===== src/hdl/clst_pkg.sv =====
// Shared types and constants for the character list store.
// No dependencies; imported by every module of the block.
package clst_pkg;

    localparam int DEPTH_DEF = 32;
    localparam int CHAR_W    = 8;
    localparam int CMD_W     = 3;
    localparam int STAT_W    = 2;
    localparam int LEN_W     = 6;
    localparam int S_DATA_W  = 16;
    localparam int M_DATA_W  = 24;

    typedef enum logic [CMD_W-1:0] {
        CMD_ADD      = 3'd0,
        CMD_REMOVE   = 3'd1,
        CMD_DUMP_FWD = 3'd2,
        CMD_DUMP_BWD = 3'd3,
        CMD_CLEAR    = 3'd4
    } cmd_t;

    typedef enum logic [STAT_W-1:0] {
        ST_OK        = 2'd0,
        ST_NOT_FOUND = 2'd1,
        ST_FULL      = 2'd2,
        ST_EMPTY     = 2'd3
    } stat_t;

    typedef enum logic [2:0] {
        CM_HOLD,
        CM_SHIFT_R,
        CM_SHIFT_L,
        CM_MARK,
        CM_SORT
    } cell_mode_t;

    typedef struct packed {
        cell_mode_t        mode;
        logic              phase;
        logic [CHAR_W-1:0] ch;
    } cell_ctrl_t;

endpackage


===== src/hdl/char_list_store_top.sv =====
// Top level of the character list store: command decode, sequencer, result register.
// Depends on clst_pkg and clst_cell.
//
// Holds up to DEPTH characters in a row of cells, front at cell 0. A request is taken
// only while the block is idle. Add and clear post their result straight from decode.
// Remove marks all cells at once, then compacts the survivors with DEPTH odd-even swap
// passes along the chain while counting them, and posts its result. Dumps rotate the
// chain through one full turn of DEPTH steps, emitting one character per step while the
// entries pass the output end; a step waits while the result side stalls. A dump of an
// empty store posts a single result.
module char_list_store_top
    import clst_pkg::*;
#(
    parameter int DEPTH = DEPTH_DEF
) (
    input  logic                aclk,
    input  logic                aresetn,
    input  logic                s_axis_tvalid,
    output logic                s_axis_tready,
    input  logic [S_DATA_W-1:0] s_axis_tdata,  // command[2:0], char_value[10:3]
    output logic                m_axis_tvalid,
    input  logic                m_axis_tready,
    output logic [M_DATA_W-1:0] m_axis_tdata,  // char_out[7:0], status[9:8],
                                               // removed_count[15:10], length[21:16]
    output logic                m_axis_tlast
);

    localparam int CNT_W = $clog2(DEPTH + 1);
    localparam int IDX_W = $clog2(DEPTH);
    localparam int SUM_W = CNT_W + 1;

    typedef enum logic [2:0] {
        S_IDLE,
        S_DECODE,
        S_SORT,
        S_POST,
        S_DUMP
    } state_t;

    state_t            state_reg;
    cmd_t              cmd_reg;
    logic [CHAR_W-1:0] ch_reg;
    logic [CNT_W-1:0]  n_reg;
    logic [CNT_W-1:0]  keep_reg;
    logic [IDX_W-1:0]  k_reg;

    logic              out_valid_reg;
    logic [CHAR_W-1:0] out_char_reg;
    stat_t             out_stat_reg;
    logic [LEN_W-1:0]  out_rem_reg;
    logic [LEN_W-1:0]  out_len_reg;
    logic              out_last_reg;

    cell_ctrl_t        ctrl;
    logic [CHAR_W-1:0] cell_data [DEPTH];
    logic [DEPTH-1:0]  cell_live;
    logic [DEPTH-1:0]  cell_tally;
    logic [CHAR_W-1:0] head_left;

    logic s_accept;
    logic out_free;
    logic out_load;
    logic fwd;
    logic emit;
    logic step_ok;
    logic full;
    logic k_end;
    logic [CNT_W-1:0] removed;

    assign s_accept = s_axis_tvalid && s_axis_tready;
    assign out_free = !out_valid_reg || m_axis_tready;
    assign fwd      = (cmd_reg == CMD_DUMP_FWD);
    assign full     = (n_reg >= CNT_W'(DEPTH));
    assign k_end    = (k_reg == IDX_W'(DEPTH - 1));
    assign removed  = n_reg - keep_reg;
    assign emit     = (state_reg == S_DUMP) &&
                      (fwd ? (CNT_W'(k_reg) < n_reg)
                           : (SUM_W'(k_reg) + SUM_W'(n_reg) >= SUM_W'(DEPTH)));
    assign step_ok  = !emit || out_free;
    assign out_load = out_free &&
                      (emit ||
                       (state_reg == S_POST) ||
                       ((state_reg == S_DECODE) &&
                        ((cmd_reg == CMD_ADD) || (cmd_reg == CMD_CLEAR) ||
                         (((cmd_reg == CMD_DUMP_FWD) || (cmd_reg == CMD_DUMP_BWD)) &&
                          (n_reg == '0)))));

    always_comb begin
        ctrl.mode  = CM_HOLD;
        ctrl.phase = k_reg[0];
        ctrl.ch    = ch_reg;
        unique case (state_reg)
            S_DECODE: begin
                if (cmd_reg == CMD_ADD && !full && out_free) begin
                    ctrl.mode = CM_SHIFT_R;
                end else if (cmd_reg == CMD_REMOVE) begin
                    ctrl.mode = CM_MARK;
                end
            end
            S_SORT: begin
                ctrl.mode = CM_SORT;
            end
            S_DUMP: begin
                if (step_ok) begin
                    ctrl.mode = fwd ? CM_SHIFT_L : CM_SHIFT_R;
                end
            end
            default: begin
            end
        endcase
    end

    assign head_left = (state_reg == S_DECODE) ? ch_reg : cell_data[DEPTH-1];

    for (genvar i = 0; i < DEPTH; i++) begin : g_cell
        logic [CHAR_W-1:0] l_data, r_data;
        logic              l_live, r_live, r_tally;
        if (i == 0) begin : g_first
            assign l_data = head_left;
            assign l_live = 1'b1;
        end else begin : g_mid_l
            assign l_data = cell_data[i-1];
            assign l_live = cell_live[i-1];
        end
        if (i == DEPTH - 1) begin : g_last
            assign r_data  = cell_data[0];
            assign r_live  = 1'b0;
            assign r_tally = 1'b0;
        end else begin : g_mid_r
            assign r_data  = cell_data[i+1];
            assign r_live  = cell_live[i+1];
            assign r_tally = cell_tally[i+1];
        end
        clst_cell #(
            .INDEX (i),
            .CNT_W (CNT_W)
        ) u_cell (
            .aclk        (aclk),
            .ctrl        (ctrl),
            .n           (n_reg),
            .left_data   (l_data),
            .left_live   (l_live),
            .right_data  (r_data),
            .right_live  (r_live),
            .right_tally (r_tally),
            .data_o      (cell_data[i]),
            .live_o      (cell_live[i]),
            .tally_o     (cell_tally[i])
        );
    end

    always_ff @(posedge aclk) begin
        if (!aresetn) begin
            state_reg     <= S_IDLE;
            n_reg         <= '0;
            out_valid_reg <= 1'b0;
        end else begin
            out_valid_reg <= out_load || (out_valid_reg && !m_axis_tready);
            unique case (state_reg)
                S_IDLE: begin
                    if (s_accept) begin
                        cmd_reg   <= cmd_t'(s_axis_tdata[CMD_W-1:0]);
                        ch_reg    <= s_axis_tdata[CMD_W +: CHAR_W];
                        state_reg <= S_DECODE;
                    end
                end
                S_DECODE: begin
                    k_reg    <= '0;
                    keep_reg <= '0;
                    unique case (cmd_reg)
                        CMD_ADD: begin
                            if (out_free) begin
                                out_char_reg  <= '0;
                                out_stat_reg  <= full ? ST_FULL : ST_OK;
                                out_rem_reg   <= '0;
                                out_len_reg   <= full ? LEN_W'(n_reg) : LEN_W'(n_reg + 1'b1);
                                out_last_reg  <= 1'b1;
                                if (!full) begin
                                    n_reg <= n_reg + 1'b1;
                                end
                                state_reg <= S_IDLE;
                            end
                        end
                        CMD_REMOVE: begin
                            state_reg <= S_SORT;
                        end
                        CMD_DUMP_FWD, CMD_DUMP_BWD: begin
                            if (n_reg != '0) begin
                                state_reg <= S_DUMP;
                            end else if (out_free) begin
                                out_char_reg  <= '0;
                                out_stat_reg  <= ST_EMPTY;
                                out_rem_reg   <= '0;
                                out_len_reg   <= '0;
                                out_last_reg  <= 1'b1;
                                state_reg     <= S_IDLE;
                            end
                        end
                        CMD_CLEAR: begin
                            if (out_free) begin
                                n_reg         <= '0;
                                out_char_reg  <= '0;
                                out_stat_reg  <= ST_OK;
                                out_rem_reg   <= '0;
                                out_len_reg   <= '0;
                                out_last_reg  <= 1'b1;
                                state_reg     <= S_IDLE;
                            end
                        end
                        default: begin
                            state_reg <= S_IDLE;
                        end
                    endcase
                end
                S_SORT: begin
                    keep_reg <= keep_reg + CNT_W'(cell_tally[0]);
                    k_reg    <= k_reg + 1'b1;
                    if (k_end) begin
                        state_reg <= S_POST;
                    end
                end
                S_POST: begin
                    if (out_free) begin
                        n_reg         <= keep_reg;
                        out_char_reg  <= '0;
                        out_stat_reg  <= (removed == '0) ? ST_NOT_FOUND : ST_OK;
                        out_rem_reg   <= LEN_W'(removed);
                        out_len_reg   <= LEN_W'(keep_reg);
                        out_last_reg  <= 1'b1;
                        state_reg     <= S_IDLE;
                    end
                end
                S_DUMP: begin
                    if (step_ok) begin
                        k_reg <= k_reg + 1'b1;
                        if (emit) begin
                            out_char_reg  <= fwd ? cell_data[0] : cell_data[DEPTH-1];
                            out_stat_reg  <= ST_OK;
                            out_rem_reg   <= '0;
                            out_len_reg   <= LEN_W'(n_reg);
                            out_last_reg  <= fwd ? (CNT_W'(k_reg) + 1'b1 == n_reg) : k_end;
                        end
                        if (k_end) begin
                            state_reg <= S_IDLE;
                        end
                    end
                end
                default: begin
                    state_reg <= S_IDLE;
                end
            endcase
        end
    end

    assign s_axis_tready = (state_reg == S_IDLE);
    assign m_axis_tvalid = out_valid_reg;
    assign m_axis_tdata  = {2'b00, out_len_reg, out_rem_reg, out_stat_reg, out_char_reg};
    assign m_axis_tlast  = out_last_reg;

endmodule


===== src/hdl/clst_cell.sv =====
// One storage cell of the list chain: a character plus live/tally flags.
// Depends on clst_pkg; instantiated in a row by char_list_store_top.
module clst_cell
    import clst_pkg::*;
#(
    parameter int INDEX = 0,
    parameter int CNT_W = 6
) (
    input  logic              aclk,
    input  cell_ctrl_t        ctrl,
    input  logic [CNT_W-1:0]  n,
    input  logic [CHAR_W-1:0] left_data,
    input  logic              left_live,
    input  logic [CHAR_W-1:0] right_data,
    input  logic              right_live,
    input  logic              right_tally,
    output logic [CHAR_W-1:0] data_o,
    output logic              live_o,
    output logic              tally_o
);

    localparam logic PAR = 1'(INDEX % 2);

    logic [CHAR_W-1:0] data_reg, data_next;
    logic              live_reg, live_next;
    logic              tally_reg, tally_next;
    logic              keep;
    logic              pair_right;

    assign keep       = (CNT_W'(INDEX) < n) && (data_reg != ctrl.ch);
    assign pair_right = (ctrl.phase == PAR);

    always_comb begin
        data_next  = data_reg;
        live_next  = live_reg;
        tally_next = tally_reg;
        unique case (ctrl.mode)
            CM_HOLD: begin
            end
            CM_SHIFT_R: begin
                data_next = left_data;
            end
            CM_SHIFT_L: begin
                data_next = right_data;
            end
            CM_MARK: begin
                live_next  = keep;
                tally_next = keep;
            end
            CM_SORT: begin
                tally_next = right_tally;
                // odd-even transposition: a dead cell trades with a live right neighbor
                if (pair_right && !live_reg && right_live) begin
                    data_next = right_data;
                    live_next = 1'b1;
                end else if (!pair_right && !left_live && live_reg) begin
                    data_next = left_data;
                    live_next = 1'b0;
                end
            end
            default: begin
            end
        endcase
    end

    always_ff @(posedge aclk) begin
        data_reg  <= data_next;
        live_reg  <= live_next;
        tally_reg <= tally_next;
    end

    assign data_o  = data_reg;
    assign live_o  = live_reg;
    assign tally_o = tally_reg;

endmodule


===== config.mk =====
export PLATFORM = sky130hd
export DESIGN_NAME = char_list_store_top
export DESIGN_NICKNAME = d
export VERILOG_FILES = /design/src/hdl/clst_pkg.sv /design/src/hdl/char_list_store_top.sv /design/src/hdl/clst_cell.sv
export SDC_FILE = /design/constraint.sdc
export NUM_CORES = 1
export LEC_CHECK = 0
export BUFFER_PORTS_ARGS = -buffer_cell sky130_fd_sc_hd__buf_2
export CORE_MARGIN = 3
export CORE_UTILIZATION = 55
export CTS_BUF_LIST = sky130_fd_sc_hd__clkbuf_16
export DETAILED_ROUTE_END_ITERATION = 10
export GPL_TIMING_DRIVEN = 0
export PLACE_DENSITY = 0.71
export RECOVER_POWER = 25
export SYNTH_ARGS = -nofsm -noshare
export SYNTH_HDL_FRONTEND = slang
export SYNTH_SLANG_ARGS = --single-unit

===== constraint.sdc =====
create_clock -name aclk -period 5.64 [get_ports aclk]
set_clock_uncertainty 0.1 [all_clocks]
set_input_delay 0.564 -clock aclk [delete_from_list [all_inputs] [get_ports aclk]]
set_output_delay 0.564 -clock aclk [all_outputs]
set_load 0.02 [all_outputs]

# After elaboration in Yosys (flattened, before gate mapping)
# Index checks and enable logic that the tools add are counted.
# classes
eq_ne	91
add_sub_neg	6
magnitude_cmp	35
bitwise_logic	1
reduce_logical	264
n_mux	282
# ops
op	count
$pmux 8 s3	33
$mux 8	68
$ne 8x8->1	32
$logic_and 1x1->1	134
$pmux 1 s2	65
$reduce_and 2->1	65
$lt 5x6->1 const A	16
$ne 3x1->1 const B	31
$mux 6	13
$mux 1	69
$pmux 6 s3	3
$lt 4x6->1 const A	8
$pmux 6 s2	4
$logic_not 1->1	36
$lt 3x6->1 const A	4
$mux 2	12
$eq 3x2->1 const B	6
$mux 3	6
$pmux 3 s3	2
$pmux 8 s2	1
$pmux 3 s5	1
$pmux 5 s3	1
$logic_not 6->1	2
$lt 1x6->1 const A	2
36 further kinds	65
# totals
reg_bits	375
word_cells	787

# Depth between registers and ports, before layout
# Gate-level depths: netlist (run 1).
# depth
depth_word	11
depth_mapped	11
mapped_depth_nobuf	9

# By module
# From an unflattened synthesis (run 1), not the netlist that was laid out.
# hier_totals
hier_cells	1852
hier_area_um2	23478.8
# by_module_without_submodules
mod	cells_per_inst	area_each_um2	instances
char_list_store_top	329	3338.2	1
clst_cell at g_cell[0].u_cell ...	50	631.9	4
clst_cell at g_cell[18].u_cell ...	47	658.1	3
clst_cell at g_cell[13].u_cell ...	45	623.1	3
clst_cell at g_cell[1].u_cell ...	49	628.1	2
clst_cell at g_cell[27].u_cell ...	45	620.6	2
clst_cell at g_cell[22].u_cell ...	50	611.8	2
clst_cell at g_cell[16].u_cell ...	47	604.3	2
clst_cell at g_cell[23].u_cell ...	47	601.8	2
clst_cell at g_cell[10].u_cell	47	659.4	1
clst_cell at g_cell[17].u_cell	48	658.1	1
clst_cell at g_cell[30].u_cell	47	656.9	1
clst_cell at g_cell[20].u_cell	51	653.1	1
clst_cell at g_cell[15].u_cell	47	648.1	1
7 more rows	-	-	-

# Worst setup path before layout (run 1)
# OpenSTA, ideal clock, no wires.
# synth_path
kind	reg-to-reg
from	register n_reg[1]
to	register g_cell[8].u_cell.data_reg[0], enable pin
arrival_time_ns	3.130
required_time_ns	5.151
path_stages_with_launch	12
setup_slack_ns	2.021
cell_sequence	dfxtp_1 -> buf_2 -> inv_1 -> ha_1 -> nand2b_4 -> a21o_1 -> o41ai_4 -> o211ai_2 -> and3_1 -> clkbuf_1 -> buf_2 -> a311oi_1
# synth_between
elab_chain_len	11
# synth_rtl
element	line_no	source
start, declared	char_list_store_top.sv:43	logic [CNT_W-1:0] n_reg;
start signal, assigned	char_list_store_top.sv:179	n_reg <= n_reg + 1'b1;
start signal, assigned	char_list_store_top.sv:224	n_reg <= keep_reg;
$add 5x6->7	char_list_store_top.sv:78	: (SUM_W'(k_reg) + SUM_W'(n_reg) >= SUM_W'(DEPTH)));
$ge 7x6->1	char_list_store_top.sv:78	
$mux 1	char_list_store_top.sv:77	(fwd ? (CNT_W'(k_reg) < n_reg)
$logic_and 1x1->1	char_list_store_top.sv:76	assign emit = (state_reg == S_DUMP) &&
$logic_not 1->1	char_list_store_top.sv:79	assign step_ok = !emit || out_free;
$logic_or 1x1->1	char_list_store_top.sv:79	
$mux 2	char_list_store_top.sv:104	if (step_ok) begin
$pmux 3 s3 *	char_list_store_top.sv:92	unique case (state_reg)
$eq 3x3->1 (tied with other cells)	clst_cell.sv:37	unique case (ctrl.mode)
$ne 3x1->1 (no line) / $reduce_bool 3->1 (equally long branches)	-	
$reduce_and 2->1 (no line) *	-	
end signal, assigned	clst_cell.sv:67	data_reg <= data_next;
end, declared	clst_cell.sv:24	logic [CHAR_W-1:0] data_reg, data_next;
# Every way passes the cells marked *; elsewhere a longest branch is shown, timed or not.
# A chain may end at the register's enable or synchronous reset.

# Worst setup path in the final report (run 1)
# layout_path
from	register n_reg[1]
to	register g_cell[5].u_cell.data_reg[1], enable pin
# layout_between
elab_chain_len	11
# layout_rtl
element	line_no
$add 5x6->7	char_list_store_top.sv:78
$ge 7x6->1	char_list_store_top.sv:78
$mux 1	char_list_store_top.sv:77
$logic_and 1x1->1	char_list_store_top.sv:76
$logic_not 1->1	char_list_store_top.sv:79
$logic_or 1x1->1	char_list_store_top.sv:79
$mux 2	char_list_store_top.sv:104
$pmux 3 s3 *	char_list_store_top.sv:92
$eq 3x3->1 (tied with other cells)	clst_cell.sv:37
$ne 3x1->1 (no line) / $reduce_bool 3->1 (equally long branches)	-
$reduce_and 2->1 (no line) *	-
end signal, assigned	clst_cell.sv:67
end, declared	clst_cell.sv:24
# Marks and branches as above.

==> impl_metrics.yaml, run 1 <==
timing:
  rsz0062_at_grt: "no"
  relSlewSlack_pct: 6.99
  tightest_slew_ns: 1.39
  slew_viol_final: 0
  hold_viol_final: 0
  fin_ws_ns: 0.420
  hold_ws_ns: 0.0686
  setup_violations: 0
  fin_setup_tns_ns: 0
  fmax_mhz: 192
  fin_crit_sh_pct: 92.5
  period_needed_ns: 5.22
logic_synthesis:
  ys_top_cells_by_count: "365 x edfxtp_1, 176 x xnor2_1, 151 x nand2_1, 144 x mux2_1, 94 x xor2_1"
  synthDistinctLibCells: 72
  ys_warn_count: 0
  synthArstFlopShare_pct: 0
  yosysMostFrequentCell: "edfxtp_1"
  muxShareOfSynthArea_pct: 15.0
  synthTopCellsByArea: "edfxtp_1 51%, mux2_1 7.6%, xnor2_1 7.2%, mux2_4 6.2%, xor2_1 3.8%"
  synthSimpleGateAreaFrac_pct: 8.42
  yosysTopAreaCell: "edfxtp_1"
  yosysSeqAreaShare_pct: 52.0
  synth_xor_area_share_pct: 11.0
  synth-seq-cells: 375
  ys.flop_type: "edfxtp_1"
  synth_top_area_share_pct: 51.1
  synth.avg_cell_area_um2: 12.7
  synth_edf_count: 365
  synth_compound_area_share_pct: 9.54
  synth_area_mm2: 0.0215
  synth_cells: 1684
  synthAdderAreaFrac_pct: 1.47
  synth_top_family_by_area: "multiplexers"
detailed_routing:
  dr.pass1.iters: 5
  via_count: 14800
  wl_um: 63700
  wl_per_cell_um: 27.5
  drc: 0
  drtAntennaViolNets: 0
  viasPerCell: 6.40
  drtIter0Drc: 1805
clock_network:
  cts_max_level: 2
  clk_path_buf_depth: 3
  cts_root_buffer: "clkbuf_16"
  clk_pin_slew_ns: 0.06
  postCtsResizedCells: 0
  cts_buffers: 42
  clk-insertion-delay-late_ns: 0.57
  cts_tree: "built"
  cts_num_sinks: 375
  post_cts_buffers: 0
  cts_hold_buffers: 0
global_routing:
  grt_max_degree: 33
  grt_pass1_wl_um: 93400
  grt_pass1_vias: 14800
  grt_use_total_pct: 30.2
  antenna_found_initial: 1
  gr-total-overflow: 0
cells_and_area:
  largest_reg_flops: 256
  drive_gt1_share_pct: 14.8
  antenna_cells_inserted: 0
  area_growth_pct: 10.1
  final_core_util_pct: 62.0
  fillers: 2933
  final_nets: 1821
placement:
  hpwlAfterDp_um: 46100
  place.gp.congestion: 0.952
  numPortBuffers: 39
  post-place-ws_ns: 0.763
critical_path:
  worstPathArrival_ns: 5.30
  ff2ff_setup_slack_ns: 0.42
  path_max_fanout: 10
  start_kind: "flop"
  critPathRequiredTime_ns: 5.72
  worst-setup-path-type: "flop to flop"
  worstSetupEndpointType: "flop"
power:
  peakVddDrop_mv: 0.177
  p_leak_uw: 0.00828
  total_power_uw: 6580
  power.density_mw_per_mm2: 278
run_status:
  outcome: "complete, no violations"
floorplanning:
  initial_core_util_pct: 56.3
  pin_count: 47
  row_count: 71
  die_w_um: 204
  die_h_um: 204
  dieArea_mm2: 0.0414
  design.core.area_mm2: 0.0381
worst_hold_path:
  worst_hold_path_type: "input pin to flop"
run:
  cap_violations: 0
## per-stage QoR
stage          instance area, um^2  cells
3_5_place_dp                 22300   2236
3_3_place_gp                 22300   2235
6_report                     23600   2319
2_1_floorplan                21500   1685
4_1_cts                      23600   2311
5_1_grt                      23600   2319
## where the power goes
part	switching [uW]	internal, uW
combinational	398	233
sequential	98.9	3180
clock	1140	1520
total	1640	4940
## worst paths after layout
path                            cells past startpoint                          to                startpoint
worst max-delay path                               11  g_cell[5].u_cell.data_o[1]                  n_reg[1]
worst min-delay path                                1                  cmd_reg[0]           s_axis_tdata[0]
worst max register to register                     11  g_cell[5].u_cell.data_o[1]                  n_reg[1]
worst min register to register                      2    g_cell[6].u_cell.tally_o  g_cell[7].u_cell.tally_o
## metal layers
layer  part of all wire, %  vias up  GRT usage (%)
li1                      -     6428              -
met1                    39     7381           38.6
met2                    47      849           49.6
met3                   8.8      187           5.62
met4                   5.5        0           15.2
met5                     0        -              0
## cells by family (layout without fill, tap and decap cells)
family                   count (synthesis)  after routing
AND/OR/NAND/NOR                        378            378
flip-flops                             375            375
XOR/XNOR                               270            270
AO/OA/AOI/OAI                          257            257
multiplexers                           256            256
buffers and inverters                  123            246
adder cells (fa/ha/maj)                 24             24
other                                    1              2
## cell usage in the layout (no fill, tap or decap), types with 7 or more instances in the layout
cell type	count
edfxtp_1	365
xnor2_1	176
nand2_1	151
mux2_1	144
xor2_1	94
mux2_4	88
clkbuf_1	87
nor2_1	67
a21oi_1	64
nand4_1	46
clkbuf_16	45
inv_1	36
buf_2	36
a211oi_1	31
o21ai_4	29
nand3_1	29
o21ai_0	26
mux2_2	24
nor4_1	24
a21o_1	23
ha_1	22
a31oi_1	20
nor2b_1	16
o31ai_1	13
clkinv_1	12
nor3_1	11
clkinv_2	11
dfxtp_1	10
and3_1	9
o221ai_1	8
buf_1	7
## final cells by class
class,instances,area (um^2),area share [%]
Sequential cell,375,11200,47.2
Multi-Input combinational cell,1187,9780,41.4
Clock inverter,30,179,0.757
Inverter,32,120,0.508
Tap cell,511,639,2.70
Timing Repair Buffer,48,209,0.884
Clock buffer,45,1130,4.76
Buffer,91,427,1.80
## critical path, stage by stage, from the launching register on
cell and delay (ns):
dfxtp_1 0.54, clkbuf_1 0.49, inv_1 0.32, ha_1 0.37
nand2b_4 0.16, a21o_1 0.20, o41ai_4 0.43, o211ai_2 0.27
and3_1 0.31, clkbuf_1 0.21, buf_2 0.28, a211oi_1 1.15
Power figures use the tool's default switching activity.
==> inputs of run 2 (changes only) <==
--- a/config.mk
+++ b/config.mk
@@ -8,7 +8,7 @@
 export BUFFER_PORTS_ARGS = -buffer_cell sky130_fd_sc_hd__buf_2
 export CORE_MARGIN = 3
 export CORE_UTILIZATION = 55
-export CTS_BUF_LIST = sky130_fd_sc_hd__clkbuf_16
+export CTS_BUF_LIST = sky130_fd_sc_hd__clkbuf_8 sky130_fd_sc_hd__clkbuf_16
 export DETAILED_ROUTE_END_ITERATION = 10
 export GPL_TIMING_DRIVEN = 0
 export PLACE_DENSITY = 0.71
@@ -16,3 +16,4 @@
 export SYNTH_ARGS = -nofsm -noshare
 export SYNTH_HDL_FRONTEND = slang
 export SYNTH_SLANG_ARGS = --single-unit
+export TNS_END_PERCENT = 100
==> constraint.sdc (replaced) <==
create_clock -name aclk -period 5.05 [get_ports aclk]
set_clock_uncertainty 0.1 [all_clocks]
set_input_delay 0.505 -clock aclk [delete_from_list [all_inputs] [get_ports aclk]]
set_output_delay 0.505 -clock aclk [all_outputs]
set_load 0.02 [all_outputs]
==> impl_metrics.yaml, run 2 (synthesis results as in run 1) <==
cells_and_area:
  design_area_mm2: 0.0237
  final_core_util_pct: 62.3
  largest_reg_flops: 256
  layout.cells.most_common_list: "365 x edfxtp_1, 176 x xnor2_1, 151 x nand2_1"
  antenna_cells_inserted: 0
  area_growth_pct: 10.5
  drive_gt1_share_pct: 14.8
  layout_commonest_cell: "edfxtp_1"
  final_nets: 1829
clock_network:
  clk_pin_slew_ns: 0.06
  clk-insertion-delay-late_ns: 0.57
  cts_root_buffer: "clkbuf_16"
  cts_buffers: 42
  cts_num_sinks: 375
  cts_max_level: 2
  cts_tree: "built"
  clk_path_buf_depth: 3
global_routing:
  grt_pass1_vias: 14900
  antenna_found_initial: 1
  grt_use_total_pct: 30.3
  gr-total-overflow: 0
  grt_max_degree: 33
  grt_pass1_wl_um: 93500
detailed_routing:
  drc: 0
  drtIter0Drc: 1813
  wl_um: 63900
  dr.pass1.iters: 6
  drtAntennaViolNets: 0
  viasPerCell: 6.40
  via_count: 14900
  wl_per_cell_um: 27.5
floorplanning:
  design.core.area_mm2: 0.0381
  dieArea_mm2: 0.0414
  pin_count: 47
  initial_core_util_pct: 56.3
  row_count: 71
  die_h_um: 204
  die_w_um: 204
timing:
  fin_crit_sh_pct: 98.3
  fmax_mhz: 201
  rsz0062_at_grt: "no"
  tightest_slew_ns: 1.39
  fin_setup_tns_ns: 0
  fin_ws_ns: 0.0860
  period_needed_ns: 4.96
  slew_viol_final: 0
  setup_violations: 0
  hold_viol_final: 0
  relSlewSlack_pct: 6.99
critical_path:
  rr_startpoint: "k_reg[0]"
  ff2ff_setup_slack_ns: 0.09
  crit_top_cell: "clkbuf_1"
  worstSetupEndpointType: "flop"
  path_max_fanout: 10
  r2r_end: "g_cell[5].u_cell.data_o[1]"
  max_stage_delay_ns: 1.15
  worstPathArrival_ns: 5.04
  critPathRequiredTime_ns: 5.13
  crit_chain: "clkinv_1 > clkbuf_1 > ha_1 > nor2b_1 > o211ai_1 > a211oi_2 > o211ai_2 > and3_1 > clkbuf_1 > buf_2 > a211oi_1"
  cp_slowest_cell: "a211oi_1"
  worst-setup-path-type: "flop to flop"
  start_kind: "flop"
  reg2reg_depth: 11
placement:
  post-place-ws_ns: 0.173
  place_area_mm2: 0.0223
  place.gp.congestion: 0.952
  numPortBuffers: 39
  hpwlAfterDp_um: 46100
run_status:
  outcome: "complete, no violations"
power:
  p_leak_uw: 0.00832
  p_int_uw: 5520
  pwr-share-seq_pct: 49.9
  p_sw_uw: 1830
  total_power_uw: 7350
  netSwitchingFraction_pct: 24.9
  clockPowerShare_pct: 40.5
  combPwrFrac_pct: 9.7
  peakVddDrop_mv: 0.199
  power.density_mw_per_mm2: 310
worst_hold_path:
  worst_hold_path_type: "input pin to flop"
  hold_depth: 1
  min_to: "ch_reg[4]"
  min_from: "s_axis_tdata[7]"
run:
  cap_violations: 0
==> run 2: changes by cell type in the layout (fill, tap and decap cells not counted), sizes merged <==
cell | previous run | this run
dlygate4sd3 | 0 | 8
==> run 2: metrics by stage <==
stage / cells / hold WS (ns)
5_1_grt: 2327 / 0.0168
3_3_place_gp: 2235 / 0.398
3_5_place_dp: 2236 / 0.405
6_report: 2327 / 0.0201
2_1_floorplan: 1685 / 0.392
4_1_cts: 2319 / 0.000172
==> run 2: power by group through the flow <==
stage	sequential (uW)	clock, uW	combinational, uW
6_report	3670	2980	710
5_1_grt	3680	3110	754
4_1_cts	3670	2990	693
3_5_place_dp	3730	0	683
3_3_place_gp	3730	0	665
2_1_floorplan	3690	0	478
==> run 2: worst max-delay path by stage <==
stage	startpoint	to	cells past startpoint
after floorplan	n_reg[1]	g_cell[8].u_cell.data_o[0]	11
after global placement	n_reg[1]	g_cell[5].u_cell.data_o[4]	11
after detailed placement	n_reg[1]	g_cell[30].u_cell.data_o[7]	11
after CTS	n_reg[1]	g_cell[30].u_cell.data_o[7]	11
after global routing	k_reg[0]	g_cell[28].u_cell.data_o[7]	11
final	k_reg[0]	g_cell[5].u_cell.data_o[1]	11
==> run 2: repair_timing <==
| action | 4_1_cts | 5_1_grt |
|---|---|---|
| resized for setup | 0 | 0 |
| setup buffers | 0 | 0 |
| hold buffers | 8 | 0 |
| endpoints found under the hold margin | 8 | 0 |
==> run 2: layout make-up <==
type,count,area (um^2)
multi-input combinational,1187,9780
fill,2926,14400
sequential,375,11200
tap,511,639
inverter,32,120
buffer,91,428
clock inverter,30,179
timing repair buffer,56,289
clock buffer,45,1130
==> run 2: critical path, delay by kind of cell, from the launching register on <==
| family | cells | cell delay (ns) |
|---|---|---|
| adder cells (fa/ha/maj) | 1 | 0.38 |
| AO/OA/AOI/OAI | 4 | 1.84 |
| buffers and inverters | 4 | 1.34 |
| AND/OR/NAND/NOR | 2 | 0.41 |
| flip-flops | 1 | 0.48 |
==> run 2: layer usage <==
metal  track usage (%)  routed length [um]  up-vias
li1                  -                   -     6456
met1              38.6               24700     7363
met2              49.8               29900      860
met3              5.62                5630      210
met4              15.2                3630        0
met5                 0                   0        -
